--- config.mk ---
export PLATFORM = sky130hd
export DESIGN_NAME = obstacle_avoid_navigator
export DESIGN_NICKNAME = d
export VERILOG_FILES = /design/src/sv/oan_pkg.sv /design/src/sv/oan_cfg.sv /design/src/sv/oan_step.sv /design/src/sv/obstacle_avoid_navigator.sv
export SDC_FILE = /design/constraint.sdc
export NUM_CORES = 1
export LEC_CHECK = 0
export BUFFER_PORTS_ARGS = -buffer_cell sky130_fd_sc_hd__buf_2
export CAP_MARGIN = 20
export CORE_ASPECT_RATIO = 0.8
export CORE_MARGIN = 5
export CORE_UTILIZATION = 55
export DETAILED_ROUTE_END_ITERATION = 8
export PLACE_DENSITY = 0.87
export SLEW_MARGIN = 20
export SYNTH_ARGS = -nofsm -noshare
export SYNTH_HDL_FRONTEND = slang
export SYNTH_HIERARCHICAL = 1
export SYNTH_SLANG_ARGS = --single-unit
--- constraint.sdc ---
create_clock -name clk -period 3.8 [get_ports clk]
set_input_delay 0.57 -clock clk [delete_from_list [all_inputs] [get_ports clk]]
set_output_delay 0.57 -clock clk [all_outputs]
set_load 0.1 [all_outputs]
--- src/sv/oan_pkg.sv ---
package oan_pkg;

  typedef enum logic [2:0] {
    MODE_IDLE  = 3'd0,
    MODE_FWD   = 3'd1,
    MODE_REV   = 3'd2,
    MODE_AVOID = 3'd3,
    MODE_TURN  = 3'd4
  } mode_t;

  typedef enum logic [2:0] {
    CMD_NONE   = 3'd0,
    CMD_FWD    = 3'd1,
    CMD_BACK   = 3'd2,
    CMD_SPIN_R = 3'd3,
    CMD_SPIN_L = 3'd4,
    CMD_TURN_R = 3'd5,
    CMD_TURN_L = 3'd6,
    CMD_STOP   = 3'd7
  } cmd_t;

  localparam logic [1:0] ACT_TICK       = 2'd0;
  localparam logic [1:0] ACT_ACTIVATE   = 2'd1;
  localparam logic [1:0] ACT_DEACTIVATE = 2'd2;

  localparam logic [1:0] ZONE_CLEAR  = 2'd0;
  localparam logic [1:0] ZONE_DANGER = 2'd2;

  localparam logic [1:0] REG_REVERSE_MS   = 2'd0;
  localparam logic [1:0] REG_AVOID_TO_MS  = 2'd1;
  localparam logic [1:0] REG_MAX_ATTEMPTS = 2'd2;
  localparam logic [1:0] REG_SLOW_SPEED   = 2'd3;

  localparam logic [15:0] RST_REVERSE_MS   = 16'd500;
  localparam logic [15:0] RST_AVOID_TO_MS  = 16'd5000;
  localparam logic [3:0]  RST_MAX_ATTEMPTS = 4'd3;
  localparam logic [6:0]  RST_SLOW_SPEED   = 7'd50;

  localparam logic [15:0] MIN_SPIN_MS = 16'd300;
  localparam logic [15:0] ELAPSED_MAX = 16'hFFFF;

  typedef struct packed {
    logic [15:0] reverse_ms;
    logic [15:0] spin_timeout_ms;
    logic [3:0]  max_attempts;
    logic [6:0]  slow_speed;
  } cfg_t;

  typedef struct packed {
    logic [1:0]  action;
    logic [1:0]  zone;
    logic [6:0]  adjusted_speed;
    logic        rand_dir;
    logic [9:0]  rand_turn_ms;
    logic [12:0] rand_explore_ms;
  } item_t;

  typedef struct packed {
    mode_t       mode;
    logic        running;
    logic [15:0] elapsed_ms;
    logic [9:0]  turn_length;
    logic        turn_right;
    logic [3:0]  attempt_count;
    logic [12:0] explore_left;
  } nav_state_t;

  typedef struct packed {
    cmd_t       cmd;
    logic [6:0] speed;
  } res_t;

endpackage

--- src/sv/oan_cfg.sv ---
module oan_cfg
  import oan_pkg::*;
(
  input  logic        clk,
  input  logic        rst,
  input  logic        cfg_we,
  input  logic [1:0]  cfg_index,
  input  logic [15:0] cfg_data,
  output cfg_t        cfg
);

  always_ff @(posedge clk) begin
    if (rst) begin
      cfg.reverse_ms      <= RST_REVERSE_MS;
      cfg.spin_timeout_ms <= RST_AVOID_TO_MS;
      cfg.max_attempts    <= RST_MAX_ATTEMPTS;
      cfg.slow_speed      <= RST_SLOW_SPEED;
    end else if (cfg_we) begin
      unique case (cfg_index)
        REG_REVERSE_MS:   cfg.reverse_ms      <= cfg_data;
        REG_AVOID_TO_MS:  cfg.spin_timeout_ms <= cfg_data;
        REG_MAX_ATTEMPTS: cfg.max_attempts    <= cfg_data[3:0];
        REG_SLOW_SPEED:   cfg.slow_speed      <= cfg_data[6:0];
        default: ;
      endcase
    end
  end

endmodule

--- src/sv/oan_step.sv ---
module oan_step
  import oan_pkg::*;
(
  input  cfg_t       cfg,
  input  item_t      item,
  input  nav_state_t cur,
  output nav_state_t nxt,
  output res_t       res
);

  logic        critical;
  logic        safe;
  logic [15:0] elapsed_inc;
  logic [12:0] explore_dec;
  logic [3:0]  attempt_inc;
  logic        rev_done;
  logic        avoid_timeout;
  logic        avoid_give_up;
  logic        avoid_clear;
  logic        turn_busy;
  logic        tick;

  assign critical      = item.zone >= ZONE_DANGER;
  assign safe          = item.zone == ZONE_CLEAR;
  assign tick          = (item.action == ACT_TICK) && cur.running;
  assign elapsed_inc   = (cur.elapsed_ms < ELAPSED_MAX) ? cur.elapsed_ms + 16'd1
                                                        : cur.elapsed_ms;
  assign explore_dec   = (cur.explore_left != 13'd0) ? cur.explore_left - 13'd1
                                                     : cur.explore_left;
  assign attempt_inc   = cur.attempt_count + 4'd1;
  assign rev_done      = elapsed_inc >= cfg.reverse_ms;
  assign avoid_timeout = elapsed_inc >= cfg.spin_timeout_ms;
  assign avoid_give_up = attempt_inc >= cfg.max_attempts;
  assign avoid_clear   = (elapsed_inc >= MIN_SPIN_MS) && safe;
  assign turn_busy     = elapsed_inc < {6'd0, cur.turn_length};

  // next state
  always_comb begin
    nxt = cur;
    if (item.action == ACT_ACTIVATE) begin
      if (!cur.running) begin
        nxt.running      = 1'b1;
        nxt.mode         = MODE_FWD;
        nxt.elapsed_ms   = 16'd0;
        nxt.explore_left = item.rand_explore_ms;
      end
    end else if (item.action == ACT_DEACTIVATE) begin
      if (cur.running) begin
        nxt.running    = 1'b0;
        nxt.mode       = MODE_IDLE;
        nxt.elapsed_ms = 16'd0;
      end
    end else if (tick) begin
      nxt.elapsed_ms   = elapsed_inc;
      nxt.explore_left = explore_dec;
      unique case (cur.mode)
        MODE_FWD: begin
          if (critical) begin
            nxt.mode       = MODE_REV;
            nxt.elapsed_ms = 16'd0;
          end else if (explore_dec == 13'd0) begin
            nxt.mode        = MODE_TURN;
            nxt.elapsed_ms  = 16'd0;
            nxt.turn_length = item.rand_turn_ms;
            nxt.turn_right  = item.rand_dir;
          end
        end
        MODE_REV: begin
          if (rev_done) begin
            nxt.mode          = MODE_AVOID;
            nxt.elapsed_ms    = 16'd0;
            nxt.attempt_count = 4'd0;
            nxt.turn_right    = item.rand_dir;
          end
        end
        MODE_AVOID: begin
          if (avoid_timeout) begin
            nxt.elapsed_ms = 16'd0;
            if (avoid_give_up) begin
              nxt.mode          = MODE_REV;
              nxt.attempt_count = 4'd0;
            end else begin
              nxt.attempt_count = attempt_inc;
              nxt.turn_right    = ~cur.turn_right;
            end
          end else if (avoid_clear) begin
            nxt.mode         = MODE_FWD;
            nxt.elapsed_ms   = 16'd0;
            nxt.explore_left = item.rand_explore_ms;
          end
        end
        MODE_TURN: begin
          if (critical) begin
            nxt.mode       = MODE_REV;
            nxt.elapsed_ms = 16'd0;
          end else if (!turn_busy) begin
            nxt.mode         = MODE_FWD;
            nxt.elapsed_ms   = 16'd0;
            nxt.explore_left = item.rand_explore_ms;
          end
        end
        default: ;
      endcase
    end
  end

  // motor command
  always_comb begin
    res.cmd   = CMD_NONE;
    res.speed = 7'd0;
    if (item.action == ACT_DEACTIVATE) begin
      if (cur.running) begin
        res.cmd = CMD_STOP;
      end
    end else if (tick) begin
      unique case (cur.mode)
        MODE_FWD: begin
          if (!critical) begin
            res.cmd   = CMD_FWD;
            res.speed = item.adjusted_speed;
          end
        end
        MODE_REV: begin
          if (rev_done) begin
            res.cmd = CMD_STOP;
          end else begin
            res.cmd   = CMD_BACK;
            res.speed = cfg.slow_speed;
          end
        end
        MODE_AVOID: begin
          if (avoid_timeout) begin
            if (avoid_give_up) begin
              res.cmd = CMD_STOP;
            end
          end else if (avoid_clear) begin
            res.cmd = CMD_STOP;
          end else begin
            res.cmd   = cur.turn_right ? CMD_SPIN_R : CMD_SPIN_L;
            res.speed = cfg.slow_speed;
          end
        end
        MODE_TURN: begin
          if (!critical) begin
            if (turn_busy) begin
              res.cmd   = cur.turn_right ? CMD_TURN_R : CMD_TURN_L;
              res.speed = cfg.slow_speed;
            end else begin
              res.cmd = CMD_STOP;
            end
          end
        end
        default: ;
      endcase
    end
  end

endmodule

--- src/sv/obstacle_avoid_navigator.sv ---
// Navigation sequencer for an obstacle-avoiding robot.
// Input channel (in_valid/in_ready): one item per activate, deactivate or
// 1 ms tick, with the sensor zone, adjusted speed and random choices.
// Output channel (out_valid/out_ready): one item per input item carrying the
// motor command, its speed and the navigation state after the step.
// Configuration: cfg_we writes cfg_data into register cfg_index at once;
// write only while no item is in flight.
// Flow: an accepted item is registered in the input register, then stepped
// against the state as it moves into the result register, where it is valid.
// Throughput: one item per cycle while out_ready is high; the state update
// is one pass of compares and counter steps from input to result register.
// Stall: when out_ready is low the result register holds, the input register
// fills behind it, and in_ready drops until the result is taken.
// Reset (rst, synchronous): both stages empty, state idle and not running,
// timers and counters cleared, registers back to their defaults.
module obstacle_avoid_navigator
  import oan_pkg::*;
(
  input  logic        clk,
  input  logic        rst,
  input  logic        cfg_we,
  input  logic [1:0]  cfg_index,
  input  logic [15:0] cfg_data,
  input  logic        in_valid,
  output logic        in_ready,
  input  logic [1:0]  action,
  input  logic [1:0]  zone,
  input  logic [6:0]  adjusted_speed,
  input  logic        rand_dir,
  input  logic [9:0]  rand_turn_ms,
  input  logic [12:0] rand_explore_ms,
  output logic        out_valid,
  input  logic        out_ready,
  output logic [2:0]  motor_cmd,
  output logic [6:0]  motor_speed,
  output logic [2:0]  nav_state
);

  cfg_t       cfg;
  item_t      item;
  logic       item_valid;
  nav_state_t st;
  nav_state_t st_next;
  res_t       res_next;
  res_t       res;
  logic       advance;

  oan_cfg u_cfg (
    .clk       (clk),
    .rst       (rst),
    .cfg_we    (cfg_we),
    .cfg_index (cfg_index),
    .cfg_data  (cfg_data),
    .cfg       (cfg)
  );

  oan_step u_step (
    .cfg  (cfg),
    .item (item),
    .cur  (st),
    .nxt  (st_next),
    .res  (res_next)
  );

  assign advance  = item_valid && (!out_valid || out_ready);
  assign in_ready = !item_valid || advance;

  always_ff @(posedge clk) begin
    if (rst) begin
      item_valid <= 1'b0;
    end else if (in_ready) begin
      item_valid <= in_valid;
    end
  end

  always_ff @(posedge clk) begin
    if (in_valid && in_ready) begin
      item <= '{action, zone, adjusted_speed, rand_dir, rand_turn_ms, rand_explore_ms};
    end
  end

  always_ff @(posedge clk) begin
    if (rst) begin
      st.mode          <= MODE_IDLE;
      st.running       <= 1'b0;
      st.elapsed_ms    <= 16'd0;
      st.turn_length   <= 10'd0;
      st.turn_right    <= 1'b0;
      st.attempt_count <= 4'd0;
      st.explore_left  <= 13'd0;
      out_valid        <= 1'b0;
    end else begin
      if (advance) begin
        st        <= st_next;
        out_valid <= 1'b1;
      end else if (out_ready) begin
        out_valid <= 1'b0;
      end
    end
  end

  always_ff @(posedge clk) begin
    if (advance) begin
      res       <= res_next;
      nav_state <= st_next.mode;
    end
  end

  assign motor_cmd   = res.cmd;
  assign motor_speed = res.speed;

`ifndef NO_ASSERTIONS
  a_idle_not_running: assert property (@(posedge clk) disable iff (rst)
    (st.running == 1'b0) |-> (st.mode == MODE_IDLE))
    else $error("idle mode and running flag disagree");

  a_advance_fills: assert property (@(posedge clk) disable iff (rst)
    advance |=> out_valid)
    else $error("stepped item did not reach the result register");

  a_quiet_speed: assert property (@(posedge clk) disable iff (rst)
    (out_valid && (res.cmd == CMD_NONE || res.cmd == CMD_STOP)) |-> (res.speed == 7'd0))
    else $error("nonzero speed with no motion command");

  a_fwd_state: assert property (@(posedge clk) disable iff (rst)
    (out_valid && res.cmd == CMD_FWD) |->
      (nav_state == MODE_FWD || nav_state == MODE_TURN))
    else $error("forward command outside forward or turning");
`endif

endmodule
# Yosys cells after proc, flatten, opt, wreduce, memory -nomap -nowiden

Cells that the tools add are included.

Bits in registers: 141
Logic and storage cells: 152
Input port bits: 58
Output and inout bits: 15

Reductions and logical operators: 30
Order comparisons: 7
Add/subtract/negate cells: 3
Bitwise gates (word level): 5
Mux-type cells: 67
Eq/ne operators: 18

Operators by type and width:

| kind                    | number |
|---|---|
| $mux W27                | 6 |
| $mux W16                | 8 |
| $mux W13                | 8 |
| $pmux W16 S4            | 1 |
| $mux W20                | 3 |
| $mux W3                 | 18 |
| $mux W44                | 1 |
| $pmux W10 S4            | 1 |
| $ge A16 B16 Y1          | 2 |
| $mux W10                | 3 |
| $mux W7                 | 4 |
| $pmux W13 S2            | 1 |
| $add A16 B1 Y16 const B | 1 |
| $ge A16 B9 Y1 const B   | 1 |
| $lt A16 B10 Y1          | 1 |
| $lt A16 B16 Y1 const B  | 1 |
| $reduce_and A7 Y1       | 2 |
| $logic_not A13 Y1       | 1 |
| $reduce_bool A13 Y1     | 1 |
| $sub A13 B1 Y13 const B | 1 |
| $pmux W3 S4             | 1 |
| $mux W11                | 1 |
| $mux W5                 | 2 |
| $reduce_and A10 Y1      | 1 |
| 29 further kinds        | 60 |

# Logic depth before layout (Yosys ltp)

Gate-level depths: netlist of run 1.

Depth in word-level cells: 14
Gate-level depth with buffers: 19
Mapped depth without buffers: 18

# Modules after synthesis

The synthesis of run 1 kept the hierarchy.

Modules (own cells, without submodules):

| module                   | area each (um^2) | instances | cells an instance |
|---|---|---|---|
| obstacle_avoid_navigator | 3671.0           | 1         | 266 |
| oan_step                 | 3593.4           | 1         | 551 |
| oan_cfg                  | 1745.4           | 1         | 171 |

# Least setup slack after synthesis of run 1

OpenSTA, ideal clock, no wires.

Path kind: reg-to-reg
Start: reg st[29] (netlist name)
End: reg st[41] (netlist name)
Cell stages (with the launch flop): 19
Clock period less this slack: 3.829 ns
Setup slack: -0.029 ns
Data required time: 3.673 ns
Path buffers: 0
Data arrival time: 3.702 ns
Cell sequence: dfxtp_1 ha_1 nand3_2 nor2_1 nand2_1 nand3_1 xnor2_1 ha_1 a41oi_1 o221ai_1 a21o_1 a31oi_1 maj3_2 and2_1 a221o_1 o21a_1 a22o_1 nand2b_1 mux2i_1

RTL lines:

| element                  | RTL line                       | text |
|---|---|---|
| start: declaration       | obstacle_avoid_navigator.sv:42 | `nav_state_t st;` |
| start signal: assignment | obstacle_avoid_navigator.sv:94 | `st <= st_next;` |

# Worst setup path after layout of run 1

Start: reg st[39] (netlist name)
End: reg st[17] (netlist name)

Longest elaborated chain between the ends: 5

Ends and longest elaborated chain:

| element                                           | RTL line                       | text |
|---|---|---|
| $add A16 B1 Y16 or $lt A16 B16 Y1 (tied branches) | oan_step.sv:26                 | `assign elapsed_inc = (cur.elapsed_ms < ELAPSED_MAX) ? cur.elapsed_ms + 16'd1` |
| $mux W16 *                                        | oan_step.sv:26                 |  |
| $ge A16 B16 Y1 (on tied branches)                 | oan_step.sv:32, oan_step.sv:31 |  |
| $ne A2 B1 Y1 (no line)                            | -                              |  |
| $reduce_and A10 Y1 (no line) *                    | -                              |  |

Every way passes the cells marked *; elsewhere a longest branch is shown, timed or not.
A chain may end at the register's enable or synchronous reset.

==> results of run 1 <==
[Yosys cell counts (all sizes together), types with 4 or more instances]
library cell    n  area share
nand2b        139       0.097
mux2i         109        0.12
dfxtp          93        0.21
nor2           71       0.030
inv            64       0.027
nand2          63       0.027
edfxtp         48        0.16
ha             45       0.062
o21ai          37       0.021
a21oi          35       0.019
clkbuf         33       0.014
buf            21       0.017
nand3          19       0.012
nor3           19       0.012
o22ai          15       0.010
mux2           14       0.017
nand4          12       0.011
a22o           11       0.011
nor4           11      0.0093
xnor2          11       0.012
a211oi          9      0.0075
a22oi           8      0.0067
nor2b           7      0.0057
a21o            6      0.0050
and3            6      0.0042
a21boi          5      0.0054
a31oi           5      0.0035
o21a            5      0.0042
o21bai          5      0.0042
a41oi           4      0.0039
o211ai          4      0.0033
or4             4      0.0037
[kinds of logic (layout without fill, tap and decap cells)]
family	count (synthesis)	after routing	synth area share
xor gates and xnor gates	14	14	0.0144
buffers and inverters	119	248	0.0583
muxes	123	123	0.139
DFF	141	141	0.367
AOI/OAI and AO/OA	174	174	0.131
and+or+nand+nor	371	371	0.227
adders and majority gates	46	46	0.0637
[layer usage]
metal / track usage / share of wire / vias up
met3: 0.0615 / 0.081 / 100
met5: 0 / 0 / -
li1: - / - / 3748
met1: 0.317 / 0.42 / 3731
met2: 0.384 / 0.47 / 419
met4: 0.0901 / 0.032 / 0
[power by group]
part	leakage, nW	internal [mW]	switching [mW]
clock network	0.314	1.24	0.669
logic	3.01	0.188	0.289
registers	1.22	1.61	0.0416
[worst max-delay path, cell delays in order, from the launching register on]
cell and delay, ns:
dfxtp_2 0.33, nand4_1 0.17, or3_4 0.38, o211a_1 0.25
xnor2_2 0.18, inv_2 0.08, ha_4 0.27, nand4_1 0.12
a211o_1 0.28, o211ai_1 0.14, o21ai_2 0.12, a211oi_2 0.32
nor2_2 0.08, buf_4 0.14, buf_6 0.10, or4_1 0.49
o21ai_1 0.10, nand2_1 0.08, nand2b_1 0.07, mux2i_1 0.06
[metrics by stage]
stage | setup WS [ns] | cell area (µm²) | hold WS, ns | cells
final | -0.0893 | 11100 | 0.308 | 1332
after global routing | -0.254 | 11100 | 0.288 | 1332
after CTS | 0.00290 | 10700 | 0.295 | 1329
after detailed placement | -0.121 | 9940 | 0.463 | 1292
after global placement | -0.00221 | 9940 | 0.462 | 1292
after floorplan | 0.0419 | 9010 | 0.445 | 988
[timing repair]
item / 4_1_cts / 5_1_grt
hold buffers: 0 / 0
endpoints found under the setup margin: 42 / 50
endpoints found under the hold margin: 0 / 0
pin swaps: 10 / 36
buffers inserted: 5 / 4
gates resized for setup: 21 / 75
[final timing paths]
path	startpoint	to	slack [ns]	depth (start not counted)
hold / removal	rand_turn_ms[7]	item[20]$_DFFE_PP_	0.31	1
setup reg to reg	st[39]$_SDFFE_PP0P_	st[17]$_SDFFE_PP0P_	-0.09	19
hold reg to reg	u_cfg/cfg[38]$_SDFFE_PP0P_	u_cfg/cfg[38]$_SDFFE_PP0P_	0.48	2
setup / recovery	st[39]$_SDFFE_PP0P_	st[17]$_SDFFE_PP0P_	-0.09	19
[sequential cells by signal, summed over array words and instances, names as in the netlist]
| register | flops |
|---|---|
| motor_speed | 7 |
| item | 35 |
| u_cfg/cfg | 43 |
| nav_state | 3 |
| st | 48 |
| motor_cmd | 3 |
| item_valid | 1 |
| out_valid | 1 |
[final cells by class]
type | count | area share
timing repair buffer | 151 | 0.0906
clock buffer | 19 | 0.0391
tap | 215 | 0.0243
sequential | 141 | 0.300
inverter | 65 | 0.0221
multi-input combinational | 728 | 0.502
clock inverter | 13 | 0.0215
==> results.sh, run 1 <==
export IMPL_status="finished with violations"
export IMPL_failed_checks="setup timing"
export IMPL_utilization=0.696
export IMPL_syn_to_final_growth_pct=22.8
export IMPL_final_setup_skew_ns=0.0102
export IMPL_syn_area_um2=9010
export IMPL_detail_route_antenna_nets=0
export IMPL_critPathKind="flip-flop to flip-flop"
export IMPL_antenna_cells=0
export IMPL_io_pins=73
export IMPL_cp_start_kind="flip-flop"
export IMPL_period_minus_slack_ns=3.89
export IMPL_rows=41
export IMPL_routabilityCongestion=1.01
export IMPL_ys_warn_count=6
export IMPL_clkLatencyLatePin_ns=0.43
export IMPL_wl_mm=24.5
export IMPL_grt_pass1_wl_mm=38.1
export IMPL_synth_edff_count=48
export IMPL_clockBufferDepth=2
export IMPL_drc=0
export IMPL_synth_cell_types=81
export IMPL_drv_slew=0
export IMPL_maxSlewHeadroom=0.317
export IMPL_die_y_um=124
export IMPL_drt_initial_drc_count=831
export IMPL_path_max_fanout=3
export IMPL_peakVddDrop_v=0.000271
export IMPL_cts_root_buffer="clkbuf_16"
export IMPL_timing_fmax_mhz=257
export IMPL_worst_slack_ns=-0.0893
export IMPL_nNetsFinal=1207
export IMPL_core_area_um2=15900
export IMPL_numCtsBuffers=17
export IMPL_power_total_mw=4.04
export IMPL_dpl_hpwl_mm=15.7
export IMPL_grt_antenna_before_repair=0
export IMPL_final_common_cell="nand2b_1"
export IMPL_worst_endpoint_arrival_ns=4.18
export IMPL_cts_sinks=141
export IMPL_start_util=0.567
export IMPL_critPathRequiredTime_ns=4.09
export IMPL_final_period_utilization=1.02
export IMPL_viasPerCell=6.00
export IMPL_cp_end_kind="flip-flop"
export IMPL_portBuffers=72
export IMPL_multi_input_area_um2=5560
export IMPL_syn_area_per_cell_um2=9.12
export IMPL_drtPass1Iterations=6
export IMPL_p_leak_nw=4.55
export IMPL_max_cap_violations=0
export IMPL_die_area_um2=19100
export IMPL_hp_class="input port to flip-flop"
export IMPL_setup_violations=21
export IMPL_ys_ff_latch=141
export IMPL_final_cell_mix="nand2b_1, mux2i_1, dfxtp_1, buf_2, buf_4"
export IMPL_synthArstFlopShare=0
export IMPL_drive_above_1_share=0.254
export IMPL_clkTransAtPathRegs_ns=0.06
export IMPL_fillers=1074
export IMPL_synth_flop_cell="dfxtp_1"
export IMPL_synth_nets=1091
export IMPL_grt_pass1_vias=7652
export IMPL_grt_ovfl_total=0
export IMPL_fin_tns_setup_ns=-0.518
export IMPL_vias=7998
export IMPL_synthCells=988
export IMPL_finalHoldViolations=0
export IMPL_seq_area_frac_synth=0.367
export IMPL_die_w_um=153
export IMPL_rsz0062_at_grt="yes"
export IMPL_avgRoutedWirePerCell_um=18.4
export IMPL_powerDensity_nw_per_um2=365
export IMPL_grt_use_total=0.241
export IMPL_seqCellArea_um2=3320
export IMPL_grt_max_degree=71
export IMPL_htree_levels=4
export IMPL_worst_pin_slew_ns=1.02
export IMPL_tritoncts="yes"
Note: power is estimated with default switching activity, not from simulation.
==> inputs of run 2 (changes only) <==
CORE_ASPECT_RATIO = unset   (was 0.8)
PLACE_DENSITY = 0.75   (was 0.87)
==> results.sh, run 2 (same netlist as run 1, synthesis figures left out) <==
export IMPL_clockBufferDepth=2
export IMPL_drtPass1Iterations=5
export IMPL_nNetsFinal=1208
export IMPL_io_pins=73
export IMPL_critPathRequiredTime_ns=4.08
export IMPL_cp_end_kind="flip-flop"
export IMPL_failed_checks="setup timing"
export IMPL_r2r_cells=17
export IMPL_core_area_um2=16000
export IMPL_crit_start="st[41]$_SDFFE_PP0P_"
export IMPL_grt_max_degree=71
export IMPL_syn_to_final_growth_pct=21.3
export IMPL_multi_input_area_um2=5490
export IMPL_reg_top3="st (48), u_cfg/cfg (43), item (35)"
export IMPL_worst_path_stages=17
export IMPL_seqCellArea_um2=3320
export IMPL_fin_hold_ws_ns=0.321
export IMPL_hold_path_depth=1
export IMPL_crit_family="compound AO/OA/AOI/OAI gates"
export IMPL_power_total_mw=3.81
export IMPL_drc=0
export IMPL_wl_mm=22.8
export IMPL_place_ws_ns=-0.0602
export IMPL_hp_class="input port to flip-flop"
export IMPL_clkTransAtPathRegs_ns=0.06
export IMPL_powerDensity_nw_per_um2=349
export IMPL_start_util=0.563
export IMPL_crit_chain="nand4_1 > or3_4 > o211a_1 > xnor2_2 > inv_2 > ha_4 > nand4_1 > a211o_1 > o211ai_1 > o21ai_1 > a211oi_1 > nor2_1 > a221o_1 > o21a_4 > a22o_1 > nand2b_1 > mux2i_1"
export IMPL_p_leak_nw=4.54
export IMPL_final_setup_skew_ns=0.00680
export IMPL_status="finished with violations"
export IMPL_critical_path_buf_inv_count=1
export IMPL_tritoncts="yes"
export IMPL_setup_violations=11
export IMPL_detail_route_antenna_nets=0
export IMPL_max_cap_violations=0
export IMPL_path_common_cell="nand4_1"
export IMPL_die_w_um=138
export IMPL_worst_pin_slew_ns=1.06
export IMPL_drt_initial_drc_count=756
export IMPL_die_area_um2=19000
export IMPL_portBuffers=72
export IMPL_die_y_um=138
export IMPL_fin_tns_setup_ns=-0.370
export IMPL_max_stage_delay_ns=0.39
export IMPL_worst_endpoint_arrival_ns=4.14
export IMPL_antenna_cells=0
export IMPL_vias=7685
export IMPL_avgRoutedWirePerCell_um=17.1
export IMPL_rows=46
export IMPL_grt_pass1_vias=7313
export IMPL_fillers=1274
export IMPL_utilization=0.683
export IMPL_grt_use_total=0.238
export IMPL_ctsHoldBuffers=0
export IMPL_largest_register="st"
export IMPL_maxSlewHeadroom=0.288
export IMPL_htree_levels=4
export IMPL_cts_root_buffer="clkbuf_16"
export IMPL_numCtsBuffers=17
export IMPL_cp_start_kind="flip-flop"
export IMPL_critPathKind="flip-flop to flip-flop"
export IMPL_dpl_hpwl_mm=15.5
export IMPL_r2r_start="st[41]$_SDFFE_PP0P_"
export IMPL_drive_above_1_share=0.243
export IMPL_drv_slew=0
export IMPL_viasPerCell=5.76
export IMPL_cts_sinks=141
export IMPL_period_minus_slack_ns=3.86
export IMPL_final_cell_mix="nand2b_1, mux2i_1, dfxtp_1, buf_4, buf_2"
export IMPL_grt_antenna_before_repair=0
export IMPL_peakVddDrop_v=0.000374
export IMPL_routabilityCongestion=0.940
export IMPL_finalHoldViolations=0
export IMPL_min_from="rand_explore_ms[10]"
export IMPL_timing_fmax_mhz=259
export IMPL_crit_slowest_cell="or3_4"
export IMPL_path_max_fanout=8
export IMPL_clkLatencyLatePin_ns=0.42
export IMPL_rsz0062_at_grt="yes"
export IMPL_worst_slack_ns=-0.0551
export IMPL_final_period_utilization=1.01
export IMPL_largest_reg_flops=48
export IMPL_grt_ovfl_total=0
export IMPL_final_common_cell="nand2b_1"
export IMPL_grt_pass1_wl_mm=36.2
[run 2: changes by cell type in the layout (fill, tap and decap cells not counted), moves of 3 or more]
| cell | delta |
|---|---|
| a211oi_1 | +3 |
| a211oi_2 | -3 |
| a21oi_1 | -4 |
| a21oi_2 | +3 |
| buf_4 | +5 |
| buf_6 | -5 |
| bufinv_16 | -4 |
| clkinv_2 | +3 |
| dfxtp_2 | -3 |
| ha_1 | +6 |
| ha_4 | -4 |
| nand3_1 | +3 |
| nor2_1 | +3 |
[run 2: report_power, final]
part | switching [mW] | internal, mW | leakage [nW]
sequential | 0.0434 | 1.61 | 1.22
combinational | 0.281 | 0.191 | 3.03
clock | 0.660 | 1.03 | 0.288
total | 0.985 | 2.83 | 4.54
[run 2: routing by layer]
layer	wire length (µm)	part of all wire	GRT usage
met2	11100	0.49	0.399
met5	0	0	0
met3	1150	0.051	0.0439
met1	10100	0.44	0.313
met4	478	0.021	0.0730
[run 2: layout make-up]
| class | count | area share |
|---|---|---|
| well taps | 216 | 0.0247 |
| flip-flops and latches | 141 | 0.304 |
| multi-input cells | 728 | 0.502 |
| clock inverters | 12 | 0.0121 |
| inverters | 65 | 0.0223 |
| repair buffers | 152 | 0.0918 |
| clock buffers | 20 | 0.0428 |
[run 2: final timing paths]
check	to	slack, ns
worst max-delay path	st[41]$_SDFFE_PP0P_	-0.06
worst min-delay path	item[10]$_DFFE_PP_	0.32
worst max register to register	st[41]$_SDFFE_PP0P_	-0.06
worst min register to register	u_cfg/cfg[17]$_SDFFE_PP0P_	0.47
[run 2: what timing repair did]
action	in CTS	in global routing
cloned	0	0
endpoints found under the setup margin	21	50
setup buffers	0	6
pin swaps	0	26
gates resized for setup	7	72
[run 2: through the flow]
stage / instance area (µm²) / std cells
after floorplan: 9010 / 988
after global placement: 9980 / 1296
after detailed placement: 9980 / 1296
after CTS: 10600 / 1328
after global routing: 10900 / 1334
final: 10900 / 1334
